**src/hw/rtl/mfmd_pkg.sv**
```systemverilog
`timescale 1ns / 1ps
// ----------------------------------------------------------------------------
// mfmd_pkg
// Shared types and constants for the multi-turn feedback decoder.
// ----------------------------------------------------------------------------
package mfmd_pkg;

   localparam int unsigned IdWidth       = 11;
   localparam int unsigned DeadbandWidth = 15;
   localparam int unsigned CsrIndexWidth = 1;
   localparam int unsigned CsrDataWidth  = 15;
   localparam int unsigned ReqDataWidth  = 104;
   localparam int unsigned RspDataWidth  = 88;

   localparam logic [CsrIndexWidth-1:0] CsrMotorId  = 1'b0;
   localparam logic [CsrIndexWidth-1:0] CsrDeadband = 1'b1;

   localparam logic [IdWidth-1:0]       MotorIdReset  = 11'd513;
   localparam logic [DeadbandWidth-1:0] DeadbandReset = 15'd5;

   localparam logic ActFrame     = 1'b0;
   localparam logic ActCalibrate = 1'b1;

   typedef struct packed {
      logic               action;
      logic [IdWidth-1:0] frame_id;
      logic [15:0]        angle;
      logic [15:0]        speed;
      logic [15:0]        current;
      logic [7:0]         temp;
      logic [31:0]        calib_position;
   } req_item_type;

   typedef struct packed {
      logic        matched;
      logic [15:0] rotor_angle;
      logic [15:0] rotor_speed;
      logic [15:0] rotor_current;
      logic [7:0]  rotor_temp;
      logic [31:0] absolute_angle;
   } rsp_item_type;

   typedef struct packed {
      logic [IdWidth-1:0]       motor_id;
      logic [DeadbandWidth-1:0] speed_deadband;
   } cfg_type;

endpackage

```
**src/hw/rtl/motor_feedback_multiturn_decoder_top.sv**
```systemverilog
`timescale 1ns / 1ps
// ----------------------------------------------------------------------------
// motor_feedback_multiturn_decoder_top
// Feedback frame decoder with multi-turn angle tracking and calibration.
// ----------------------------------------------------------------------------
// Path: a request passes the input register, then the result register; the
//   state update sits between the two.
// Throughput: one transfer per cycle; bounded only by rsp_tready.
// Reset: synchronous; clears both stages, held values, count and seed flag,
//   and restores motor_id to 513 and speed_deadband to 5.
module motor_feedback_multiturn_decoder_top import mfmd_pkg::*; #(
   parameter int unsigned COUNTS_PER_REV = 8192
) (
   input  logic                     clock,
   input  logic                     reset,
   input  logic                     req_tvalid,
   output logic                     req_tready,
   // frame_id, byte0, byte1, byte2, byte3, byte4, byte5, byte6, calib_position
   input  logic [ReqDataWidth-1:0]  req_tdata,
   // action
   input  logic                     req_tuser,
   output logic                     rsp_tvalid,
   input  logic                     rsp_tready,
   // rotor_angle, rotor_speed, rotor_current, rotor_temp, absolute_angle
   output logic [RspDataWidth-1:0]  rsp_tdata,
   // matched
   output logic                     rsp_tuser,
   input  logic                     csr_we,
   input  logic [CsrIndexWidth-1:0] csr_index,
   input  logic [CsrDataWidth-1:0]  csr_wdata
);

   cfg_type      cfg_ff;
   logic         s1_valid_ff;
   req_item_type s1_item_ff, s1_item_in;
   logic         rsp_valid_ff;
   rsp_item_type rsp_item_ff, rsp_item_in;
   logic         advance;

   always_comb begin
      s1_item_in.action         = req_tuser;
      s1_item_in.frame_id       = req_tdata[10:0];
      s1_item_in.angle          = {req_tdata[18:11], req_tdata[26:19]};
      s1_item_in.speed          = {req_tdata[34:27], req_tdata[42:35]};
      s1_item_in.current        = {req_tdata[50:43], req_tdata[58:51]};
      s1_item_in.temp           = req_tdata[66:59];
      s1_item_in.calib_position = req_tdata[98:67];
   end

   assign advance    = s1_valid_ff && (!rsp_valid_ff || rsp_tready);
   assign req_tready = !s1_valid_ff || advance;

   mfmd_track #(
      .COUNTS_PER_REV(COUNTS_PER_REV)
   ) u_track (
      .clock (clock),
      .reset (reset),
      .fire  (advance),
      .item  (s1_item_ff),
      .cfg   (cfg_ff),
      .result(rsp_item_in)
   );

   always_ff @(posedge clock) begin
      if (reset) begin
         cfg_ff.motor_id       <= MotorIdReset;
         cfg_ff.speed_deadband <= DeadbandReset;
      end else if (csr_we) begin
         case (csr_index)
            CsrMotorId: begin
               cfg_ff.motor_id <= csr_wdata[IdWidth-1:0];
            end
            CsrDeadband: begin
               cfg_ff.speed_deadband <= csr_wdata[DeadbandWidth-1:0];
            end
            default: begin
            end
         endcase
      end
   end

   // input stage
   always_ff @(posedge clock) begin
      if (reset) begin
         s1_valid_ff <= 1'b0;
      end else if (req_tready) begin
         s1_valid_ff <= req_tvalid;
      end
   end

   always_ff @(posedge clock) begin
      if (req_tvalid && req_tready) begin
         s1_item_ff <= s1_item_in;
      end
   end

   // result stage: hold while stalled
   always_ff @(posedge clock) begin
      if (reset) begin
         rsp_valid_ff <= 1'b0;
      end else if (!rsp_valid_ff || rsp_tready) begin
         rsp_valid_ff <= s1_valid_ff;
      end
   end

   always_ff @(posedge clock) begin
      if (advance) begin
         rsp_item_ff <= rsp_item_in;
      end
   end

   assign rsp_tvalid = rsp_valid_ff;
   assign rsp_tuser  = rsp_item_ff.matched;
   assign rsp_tdata  = {rsp_item_ff.absolute_angle, rsp_item_ff.rotor_temp,
                        rsp_item_ff.rotor_current, rsp_item_ff.rotor_speed,
                        rsp_item_ff.rotor_angle};

endmodule

```
**src/hw/rtl/mfmd_track.sv**
```systemverilog
`timescale 1ns / 1ps
// ----------------------------------------------------------------------------
// mfmd_track
// Held feedback values and multi-turn count, with their combinational update.
// ----------------------------------------------------------------------------
module mfmd_track import mfmd_pkg::*; #(
   parameter int unsigned COUNTS_PER_REV = 8192
) (
   input  logic         clock,
   input  logic         reset,
   input  logic         fire,
   input  req_item_type item,
   input  cfg_type      cfg,
   output rsp_item_type result
);

   localparam logic signed [16:0] HalfRev = 17'(COUNTS_PER_REV / 2);
   localparam logic [31:0]        RevW    = 32'(COUNTS_PER_REV);

   logic [15:0] prev_angle_ff, prev_angle_in;
   logic        prev_valid_ff, prev_valid_in;
   logic [31:0] turn_ff, turn_in;
   logic [15:0] angle_ff, angle_in;
   logic [15:0] speed_ff, speed_in;
   logic [15:0] current_ff, current_in;
   logic [7:0]  temp_ff, temp_in;

   logic               hit;
   logic [15:0]        base;
   logic [15:0]        diff;
   logic signed [16:0] diff_s;
   logic [15:0]        mag;
   logic               moving;
   logic [31:0]        corr;
   logic [31:0]        stepped;

   assign hit    = (item.action == ActFrame) && (item.frame_id == cfg.motor_id);
   assign base   = prev_valid_ff ? prev_angle_ff : item.angle;
   assign diff   = item.angle - base;
   assign diff_s = signed'({diff[15], diff});
   assign mag    = item.speed[15] ? (~item.speed + 16'd1) : item.speed;
   assign moving = mag > {1'b0, cfg.speed_deadband};

   always_comb begin
      if (diff_s < -HalfRev) begin
         corr = RevW;
      end else if (diff_s > HalfRev) begin
         corr = ~RevW + 32'd1;
      end else begin
         corr = 32'd0;
      end
   end

   assign stepped = turn_ff + {{16{diff[15]}}, diff} + corr;

   always_comb begin
      prev_angle_in = prev_angle_ff;
      prev_valid_in = prev_valid_ff;
      turn_in       = turn_ff;
      angle_in      = angle_ff;
      speed_in      = speed_ff;
      current_in    = current_ff;
      temp_in       = temp_ff;
      if (item.action == ActCalibrate) begin
         turn_in       = item.calib_position;
         prev_valid_in = 1'b0;
      end else if (hit) begin
         angle_in      = item.angle;
         speed_in      = item.speed;
         current_in    = item.current;
         temp_in       = item.temp;
         prev_angle_in = item.angle;
         prev_valid_in = 1'b1;
         if (moving) begin
            turn_in = stepped;
         end
      end
   end

   always_comb begin
      result.matched        = hit;
      result.rotor_angle    = angle_in;
      result.rotor_speed    = speed_in;
      result.rotor_current  = current_in;
      result.rotor_temp     = temp_in;
      result.absolute_angle = turn_in;
   end

   always_ff @(posedge clock) begin
      if (reset) begin
         prev_angle_ff <= '0;
         prev_valid_ff <= 1'b0;
         turn_ff       <= '0;
         angle_ff      <= '0;
         speed_ff      <= '0;
         current_ff    <= '0;
         temp_ff       <= '0;
      end else if (fire) begin
         prev_angle_ff <= prev_angle_in;
         prev_valid_ff <= prev_valid_in;
         turn_ff       <= turn_in;
         angle_ff      <= angle_in;
         speed_ff      <= speed_in;
         current_ff    <= current_in;
         temp_ff       <= temp_in;
      end
   end

endmodule

```
**config.mk**
```make
export PLATFORM = sky130hd
export DESIGN_NAME = motor_feedback_multiturn_decoder_top
export DESIGN_NICKNAME = d
export VERILOG_FILES = /design/src/hw/rtl/mfmd_pkg.sv /design/src/hw/rtl/motor_feedback_multiturn_decoder_top.sv /design/src/hw/rtl/mfmd_track.sv
export SDC_FILE = /design/constraint.sdc
export NUM_CORES = 1
export LEC_CHECK = 0
export ABC_AREA = 1
export BUFFER_PORTS_ARGS = -buffer_cell sky130_fd_sc_hd__buf_2
export CAP_MARGIN = 20
export CORE_ASPECT_RATIO = 1.1
export CORE_MARGIN = 3
export CORE_UTILIZATION = 58
export DETAILED_ROUTE_END_ITERATION = 10
export HOLD_SLACK_MARGIN = 0.02
export PLACE_DENSITY_LB_ADDON = 0.05
export SLEW_MARGIN = 20
export SYNTH_ARGS = -nofsm -noshare
export SYNTH_HDL_FRONTEND = slang
export SYNTH_SLANG_ARGS = --single-unit
```
**constraint.sdc**
```tcl
create_clock -name clock -period 6.8 [get_ports clock]
set_input_delay 0.34 -clock clock [delete_from_list [all_inputs] [get_ports clock]]
set_output_delay 0.34 -clock clock [all_outputs]
set_load 0.05 [all_outputs]
```
==> results.yml, run 1 <==
cts:
  cts_tree: "done"
  postCtsSetupBuffers: 0
  cts_sinks: 322
  clockBufferDepth: 3
  clock_latency_ns: 0.53
  cts_resized: 0
  clk_pin_slew_ns: 0.06
  cts.htree.levels: 2
  cts_buffers: 35
  clockRootBuffer: "clkbuf_16"
die:
  dieHeight_um: 181
  io_pins: 217
  die_w_um: 165
  start_util_pct: 59.3
  std_cell_rows: 63
  coreArea_um2: 27200
  die_area_um2: 29800
setup_path:
  cp_common_cell: "nand2_1"
  path_class: "reg -> reg"
  r2r_end: "rsp_tdata[81]"
  cp.arrival_ns: 5.92
  reg2reg_from: "u_track.prev_valid_ff"
  cp.buffers_inverters: 2
  r2r_cells: 28
  cpLargestDelayFamily: "simple AND/OR/NAND/NOR gates"
  endpoint_kind: "flop"
  rrSetupSlack_ns: 1.14
  cp_slowest_cell: "dfxtp_1"
  crit_path_start_kind: "flop"
  cp_slowest_stage_delay_ns: 0.75
  cp.required_ns: 7.06
  path_max_fanout: 12
timing:
  period_share_pct: 83.3
  final.min_clock_period_ns: 5.66
  max-slew-margin-rel_pct: 36.6
  hold_slack_ns: 0.0707
  tightest_slew_ns: 0.952
  hold_viol: 0
  fin_setup_tns_ns: 0
  final_max_slew_viol_count: 0
  max_freq_mhz: 177
  setup_slack_ns: 1.14
  fin_skew_ns: 0.0184
  setup_viol: 0
  rsz0062_at_grt: "false"
synthesis:
  synth_edf_count: 189
  synth.distinct_cells: 49
  synthesis.nets: 2054
  syn_area_um2: 16100
  avgSynthCellArea_um2: 8.81
  ys.warnings.count: 0
  ys.flop_type: "edfxtp_1"
  syn_inst: 1830
  async_reset_ff_share_pct: 0
  synth_seq_area_share_pct: 51.7
  ys_seq_elements: 322
layout:
  fill_cells: 2061
  instances_no_fill: 2497
  final_common_cell: "nand2_1"
  nets: 2336
  mostFrequentLayoutCells: "nand2_1 (477), inv_1 (222), buf_2 (211)"
  area.growth.synth_to_final_pct: 21.2
  layout-drive-gt1-share_pct: 14.7
routing:
  dr.pass1.iters: 6
  via_per_inst: 5.28
  drtAntennaViolNets: 0
  met3_length_mm: 2.27
  met1Wirelength_mm: 16.7
  drt-initial-drc-count: 864
  drc: 0
  wl_per_cell_um: 15.6
  vias: 13200
  routed_wl_mm: 38.9
  wl_met2_mm: 18.9
  topRoutingLayerUsed: "met4"
placement:
  dp_hpwl_mm: 26.0
  port_buffers: 211
  place_inst: 2332
  pre_cts_ws_ns: 1.14
  gp_congestion: 0.903
grt:
  grt_usage_pct: 26.2
  overflow: 0
  grt_pass1_wl_mm: 63.6
  grt_pass1_vias: 13100
  grt_max_degree: 78
  antenna_found_initial: 1
run_status:
  status: "finished, final reports clean"
min_path:
  hold_end: "cfg_ff[22]"
  worstHoldPathType: "in -> reg"
  hold_depth: 3
  min-delay-start: "csr_wdata[7]"
power:
  ir_drop_mv: 0.249
  power_density_nw_per_um2: 261
  leakagePower_nw: 8.73
run:
  max_cap_violations: 0
[what timing repair did]
action,4_1_cts,5_1_grt
hold endpoints to repair,100,0
endpoints found under the setup margin,0,0
hold buffers,100,0
[cell families (layout without fill, tap and decap cells)]
kind of cell / after synthesis / after routing / synth area share, %
mux: 14 / 14 / 0.869
flops: 322 / 322 / 51.7
other cells: 0 / 1 / 0
buf+inv: 306 / 615 / 7.49
simple gates: 683 / 683 / 17.5
fa+ha+maj: 98 / 98 / 7.79
compound gates: 364 / 364 / 12.3
xor+xnor: 43 / 43 / 2.34
[worst min-delay path, delay by kind of cell]
family / cells / cell delay (ns)
and+or+nand+nor: 2 / 0.14
buffers and inverters: 1 / 0.09
[per-stage QoR]
step | power (mW) | util [%] | instance area [µm²]
2_1_floorplan | 2.96 | - | 16100
3_5_place_dp | 3.21 | 63.9 | 17400
5_1_grt | 5.35 | 71.9 | 19500
6_report | 5.10 | 71.9 | 19500
3_3_place_gp | 3.20 | 63.9 | 17400
4_1_cts | 5.13 | 71.9 | 19500
[cells in the mapped netlist, types with 8 or more instances]
master | n | area share [%]
nand2_2 | 11 | 0.43
nor2_1 | 69 | 1.6
a21oi_1 | 193 | 6.0
edfxtp_1 | 189 | 35
xor2_1 | 35 | 1.9
o21ai_0 | 123 | 3.8
inv_1 | 224 | 5.2
o211ai_2 | 8 | 0.62
clkbuf_1 | 52 | 1.2
xnor2_1 | 8 | 0.43
o211ai_1 | 13 | 0.61
buf_2 | 13 | 0.40
nand3_1 | 79 | 2.5
nand2_1 | 478 | 11
dfxtp_1 | 133 | 17
ha_1 | 94 | 7.3
mux2i_1 | 14 | 0.87
nand4_1 | 17 | 0.66
[routing by layer]
layer	track usage, %	vias up
met1	33.7	6048
met2	45.5	378
li1	-	6679
met4	7.75	0
met5	0	-
met3	4.20	72
[worst max path at each step]
| stage | startpoint | to | cells past startpoint |
|---|---|---|---|
| global placement | u_track.prev_valid_ff | rsp_tdata[81] | 28 |
| global route | u_track.prev_valid_ff | rsp_tdata[84] | 31 |
| detailed placement | u_track.prev_valid_ff | rsp_tdata[81] | 28 |
| floorplan | u_track.prev_valid_ff | rsp_tdata[84] | 33 |
| CTS | u_track.prev_valid_ff | rsp_tdata[81] | 28 |
| finish | u_track.prev_valid_ff | rsp_tdata[81] | 28 |
[state kept, by name, summed over array words and instances, names as in the netlist]
name	count
rsp_tvalid	1
rsp_tdata	88
u_track.prev_valid_ff	1
cfg_ff	26
u_track.prev_angle_ff	16
u_track.temp_ff	8
s1_item_ff	100
rsp_tuser	1
u_track.turn_ff	32
u_track.speed_ff	16
s1_valid_ff	1
u_track.current_ff	16
u_track.angle_ff	16
[area by class of cell]
class / count / area (µm²) / area share (%)
sequential: 322 / 8340 / 42.7
tap: 357 / 447 / 2.28
timing repair buffer: 324 / 2150 / 11.0
multi-input combinational: 1202 / 6580 / 33.7
inverter: 227 / 858 / 4.39
antenna: 1 / 2.50 / 0.0128
clock inverter: 11 / 124 / 0.634
clock buffer: 53 / 1040 / 5.34
[power by group]
| part | switching, mW | total [mW] | internal, mW | leakage (nW) |
|---|---|---|---|---|
| Sequential | 0.0419 | 2.20 | 2.16 | 2.89 |
| Combinational | 0.668 | 1.02 | 0.350 | 5.27 |
| Clock | 0.768 | 1.88 | 1.11 | 0.576 |
Note: power is estimated with default switching activity, not from simulation.
==> run 2, diff against run 1 <==
- clock period: 6.8 -> 5.44 ns (I/O delays scaled with it)
==> run 2 against run 1 <==
- worst setup slack got worse by 0.66 ns
- via count is 0.83% higher
- sequential cell count unchanged
- largest cell class unchanged
- first-iteration DRC count up 1.0%
- highest routed layer unchanged
- combinational power is 28% higher
- clock-buffer cell count down 8
- total power grew 24%
==> results.yml, run 2 (synthesis gave the netlist of run 1 again) <==
layout:
  fill_cells: 2030
  nets: 2340
  regMostFlops: "s1_item_ff"
  layout-drive-gt1-share_pct: 15.3
  diodes: 0
  mostFrequentLayoutCells: "nand2_1 (473), inv_1 (222), buf_2 (211)"
  utilization_pct: 72.2
  final_cell_area_um2: 19600
  area.growth.synth_to_final_pct: 21.8
  largest_register_ffs: 100
  final_common_cell: "nand2_1"
  instances_no_fill: 2499
timing:
  setup_viol: 0
  tightest_slew_ns: 0.968
  fin_skew_ns: 0.0169
  period_share_pct: 91.1
  max-slew-margin-rel_pct: 35.5
  final_max_slew_viol_count: 0
  max_freq_mhz: 202
  final.min_clock_period_ns: 4.96
  hold_viol: 0
routing:
  dr.pass1.iters: 6
  drc: 0
  wl_per_cell_um: 15.7
  vias: 13300
  drtAntennaViolNets: 0
  via_per_inst: 5.32
  routed_wl_mm: 39.3
  drt-initial-drc-count: 873
setup_path:
  endpoint_kind: "flop"
  crit_path_start_kind: "flop"
  path_depth: 31
  path_max_fanout: 8
  cpLargestDelayFamily: "simple AND/OR/NAND/NOR gates"
  path_class: "reg -> reg"
  cp_slowest_stage_delay_ns: 0.51
  cp.arrival_ns: 5.23
  cp_common_cell: "nand2_1"
  cp.buffers_inverters: 3
  r2r_cells: 31
  cp.required_ns: 5.71
  cp_slowest_cell: "fa_1"
placement:
  place_inst: 2333
  dp_hpwl_mm: 26.5
  port_buffers: 211
  gp_congestion: 0.909
  placed_cell_area_um2: 17400
cts:
  cts_tree: "done"
  clockRootBuffer: "clkbuf_16"
  clockBufferDepth: 3
  clk_pin_slew_ns: 0.06
  cts_sinks: 322
  cts.htree.levels: 2
  clock_latency_ns: 0.52
  cts_buffers: 34
grt:
  grt_usage_pct: 26.0
  grt_pass1_vias: 12800
  antenna_found_initial: 0
  grt_pass1_wl_mm: 62.8
  grt_max_degree: 75
  overflow: 0
power:
  ir_drop_mv: 0.319
  power_density_nw_per_um2: 322
  finalPower_mw: 6.33
  leakagePower_nw: 8.74
die:
  io_pins: 217
  die_w_um: 165
  start_util_pct: 59.3
  coreArea_um2: 27200
  dieHeight_um: 181
  die_area_um2: 29800
  std_cell_rows: 63
min_path:
  worstHoldPathType: "in -> reg"
  hold_depth: 3
run:
  max_cap_violations: 0
run_status:
  status: "finished, final reports clean"
## run 2: cell count changes in the layout (fill, tap and decap cells not counted), moves of 3 or more
cell,change
dlygate4sd3_1,+4
nand2_2,+3
o21ai_0,-4
o21ai_1,+3
clkbuf_8,-8
nand2_1,-4
nor4_1,-3
## run 2: worst paths after layout
kind,start,to,slack [ns]
setup / recovery,u_track.prev_valid_ff,rsp_tdata[84],0.48
hold / removal,csr_wdata[1],cfg_ff[16],0.04
setup reg to reg,u_track.prev_valid_ff,rsp_tdata[84],0.48
hold reg to reg,u_track.current_ff[3],u_track.current_ff[3],0.45
## run 2: area by class of cell
| cell class | count | area [µm²] | share of cell area [%] |
|---|---|---|---|
| clock inverters | 17 | 211 | 1.08 |
| multi-input cells | 1202 | 6670 | 34.0 |
| flip-flops and latches | 322 | 8340 | 42.5 |
| inverters | 227 | 857 | 4.36 |
| clock buffers | 45 | 892 | 4.54 |
| well taps | 357 | 447 | 2.27 |
| repair buffers | 329 | 2220 | 11.3 |
## run 2: metal layers
layer	GRT usage, %	share of wire [%]
met1	33.6	43
met4	6.98	2.3
met2	45.4	49
met5	0	0
met3	4.04	5.8
## run 2: where the power goes
group          switching [mW]  leakage (nW)  internal, mW  total (mW)
clock                   0.948         0.535          1.32        2.27
sequential             0.0530          2.89          2.70        2.75
combinational           0.857          5.32         0.450        1.31
## run 2: what timing repair did
action                     4_1_cts  5_1_grt
buffers inserted                 0        0
hold endpoints to repair       105        0
hold buffers                   104        0
setup endpoints to repair        0       23
resized for setup                0       27
## run 2: worst min-delay path, stage by stage
cell	delay [ns]
buf_2	0.11
nor2_1	0.05
nor2_1	0.09
## run 2: metrics by stage
step           worst slack [ns]  setup TNS, ns  hold slack, ns
5_1_grt                -0.00868        -0.0144          0.0333
6_report                  0.483              0          0.0356
3_5_place_dp              0.139              0           0.438
3_3_place_gp              0.261              0           0.433
2_1_floorplan             0.243              0           0.371
4_1_cts                  0.0781              0          0.0221
==> run 3, diff against run 2 <==
- CORE_UTILIZATION: 58 -> 59
- SYNTH_HIERARCHICAL: unset -> 1
==> run 3 against run 2 <==
- core utilization up 2.5 points
- sequential share of layout area down 1.6 points
- hold slack better by 0.0028 ns
- critical endpoint is now u_track/turn_ff[25]
==> results.yml, run 3 <==
synthesis:
  avgSynthCellArea_um2: 8.76
  ys.flop_type: "edfxtp_1"
  ys.warnings.count: 6
  synth_most_common_cell: "nand2_1"
  ys_seq_elements: 322
  syn_inst: 1900
  synth_top_area_share_pct: 34.1
  yosysTopAreaCell: "edfxtp_1"
  ys_top_cells_by_area: "edfxtp_1 (34%), dfxtp_1 (16%), nand2_1 (11%), inv_1 (6.0%), ha_1 (5.9%)"
  ys_top_cells_by_count: "nand2_1 (482), inv_1 (264), edfxtp_1 (189), a21oi_1 (150), nor2_1 (139)"
  synth.distinct_cells: 53
  syn_area_um2: 16600
  synthesis.nets: 2124
  async_reset_ff_share_pct: 0
  synth_edf_count: 189
  synth_seq_area_share_pct: 50.1
die:
  dieHeight_um: 182
  die_w_um: 166
  start_util_pct: 60.9
  io_pins: 217
  std_cell_rows: 63
  coreArea_um2: 27400
  die_area_um2: 30300
layout:
  regArea_um2: 8340
  utilization_pct: 74.7
  nets: 2449
  final_common_cell: "nand2_1"
  instances_no_fill: 2609
  fill_cells: 1980
  largest_register_ffs: 100
  regMostFlops: "s1_item_ff"
  area.growth.synth_to_final_pct: 22.7
  mostFrequentLayoutCells: "nand2_1 (474), inv_1 (261), buf_2 (210)"
  layout-drive-gt1-share_pct: 16.9
  multi_input_area_um2: 7070
setup_path:
  path_max_fanout: 9
  cp_common_cell: "nand2_1"
  cp.required_ns: 5.86
  crit_path_start_kind: "flop"
  endpoint_kind: "flop"
  cp_slowest_cell: "fa_1"
  cpLargestDelayFamily: "simple AND/OR/NAND/NOR gates"
  cp_slowest_stage_delay_ns: 0.48
  path_class: "reg -> reg"
  cp.buffers_inverters: 6
  cp.arrival_ns: 5.52
power:
  power_density_nw_per_um2: 331
  finalPower_mw: 6.75
  ir_drop_mv: 0.298
  leakagePower_nw: 9.21
timing:
  hold_viol: 0
  tightest_slew_ns: 0.987
  final.min_clock_period_ns: 5.10
  setup_viol: 0
  max_freq_mhz: 196
  period_share_pct: 93.8
  fin_skew_ns: 0.0144
  max-slew-margin-rel_pct: 34.1
  final_max_slew_viol_count: 0
placement:
  dp_hpwl_mm: 29.0
  gp_congestion: 0.942
  port_buffers: 211
  place_inst: 2431
routing:
  via_per_inst: 5.40
  drt-initial-drc-count: 919
  drc: 0
  dr.pass1.iters: 6
  routed_wl_mm: 43.6
  drtAntennaViolNets: 0
  wl_per_cell_um: 16.7
  vias: 14100
grt:
  grt_max_degree: 72
  grt_pass1_wl_mm: 70.2
  antenna_found_initial: 1
  grt_usage_pct: 28.3
  grt_pass1_vias: 14000
  overflow: 0
cts:
  cts_tree: "done"
  cts_sinks: 322
  cts_buffers: 34
  cts.htree.levels: 2
  clk_pin_slew_ns: 0.06
  clockRootBuffer: "clkbuf_16"
  clockBufferDepth: 3
  clock_latency_ns: 0.52
run:
  max_cap_violations: 0
min_path:
  worstHoldPathType: "in -> reg"
run_status:
  status: "finished, final reports clean"
run 3: cell families (layout without fill, tap and decap cells):
logic type	after synthesis	in the layout	share of synthesized area [%]
and+or+nand+nor	761	761	18.8
buffers and inverters	335	686	8.32
AOI/OAI and AO/OA	325	325	11.3
DFF	322	322	50.1
adders and majority gates	98	98	8.22
xor gates and xnor gates	45	45	2.37
muxes	14	14	0.842
other	0	1	0
run 3: path summary, 6_finish.rpt:
check	endpoint	slack, ns	from	depth (start not counted)
setup reg to reg	u_track/turn_ff[25]	0.34	u_track/prev_valid_ff	31
hold reg to reg	u_track/angle_ff[1]	0.46	u_track/angle_ff[1]	2
setup / recovery	u_track/turn_ff[25]	0.34	u_track/prev_valid_ff	31
hold / removal	cfg_ff[10]	0.04	csr_wdata[10]	3
run 3: stage by stage:
step	setup TNS [ns]	setup WS, ns	cell area [µm²]	hold WS, ns
5_1_grt	-0.103	-0.0321	20400	0.0470
2_1_floorplan	0	0.172	16700	0.341
6_report	0	0.337	20400	0.0384
3_5_place_dp	0	0.146	18000	0.449
3_3_place_gp	0	0.256	18000	0.445
4_1_cts	0	0.0597	20200	0.0250
run 3: worst min-delay path: stages:
cell	delay [ns]
buf_2	0.09
o21ai_1	0.06
nor2_1	0.09
run 3: layout make-up:
class / count / share of cell area [%]
antenna: 1 / 0.0122
clock buffer: 52 / 5.01
clock inverter: 10 / 0.337
inverter: 268 / 4.96
multi-input combinational: 1243 / 34.6
sequential: 322 / 40.8
tap: 357 / 2.19
timing repair buffer: 356 / 12.1
run 3: what timing repair did:
item | in CTS | in global routing
endpoints found under the setup margin | 0 | 30
endpoints found under the hold margin | 111 | 0
buffers inserted | 0 | 3
resized for setup | 0 | 39
hold buffers | 111 | 0
run 3: layer usage:
metal / wire (µm) / part of all wire, % / GRT usage, % / up-vias
met2: 22600 / 52 / 52.1 / 465
li1: - / - / - / 6897
met4: 1720 / 3.9 / 10.3 / 0
met3: 2210 / 5.1 / 3.79 / 111
met1: 17100 / 39 / 34.0 / 6608
met5: 0 / 0 / 0 / -
run 3: power by group:
part	switching, mW	leakage (nW)	total [mW]	internal (mW)
Clock	0.958	0.532	2.27	1.31
Sequential	0.0541	2.95	2.75	2.69
Combinational	1.09	5.73	1.74	0.648
Total	2.10	9.21	6.75	4.65
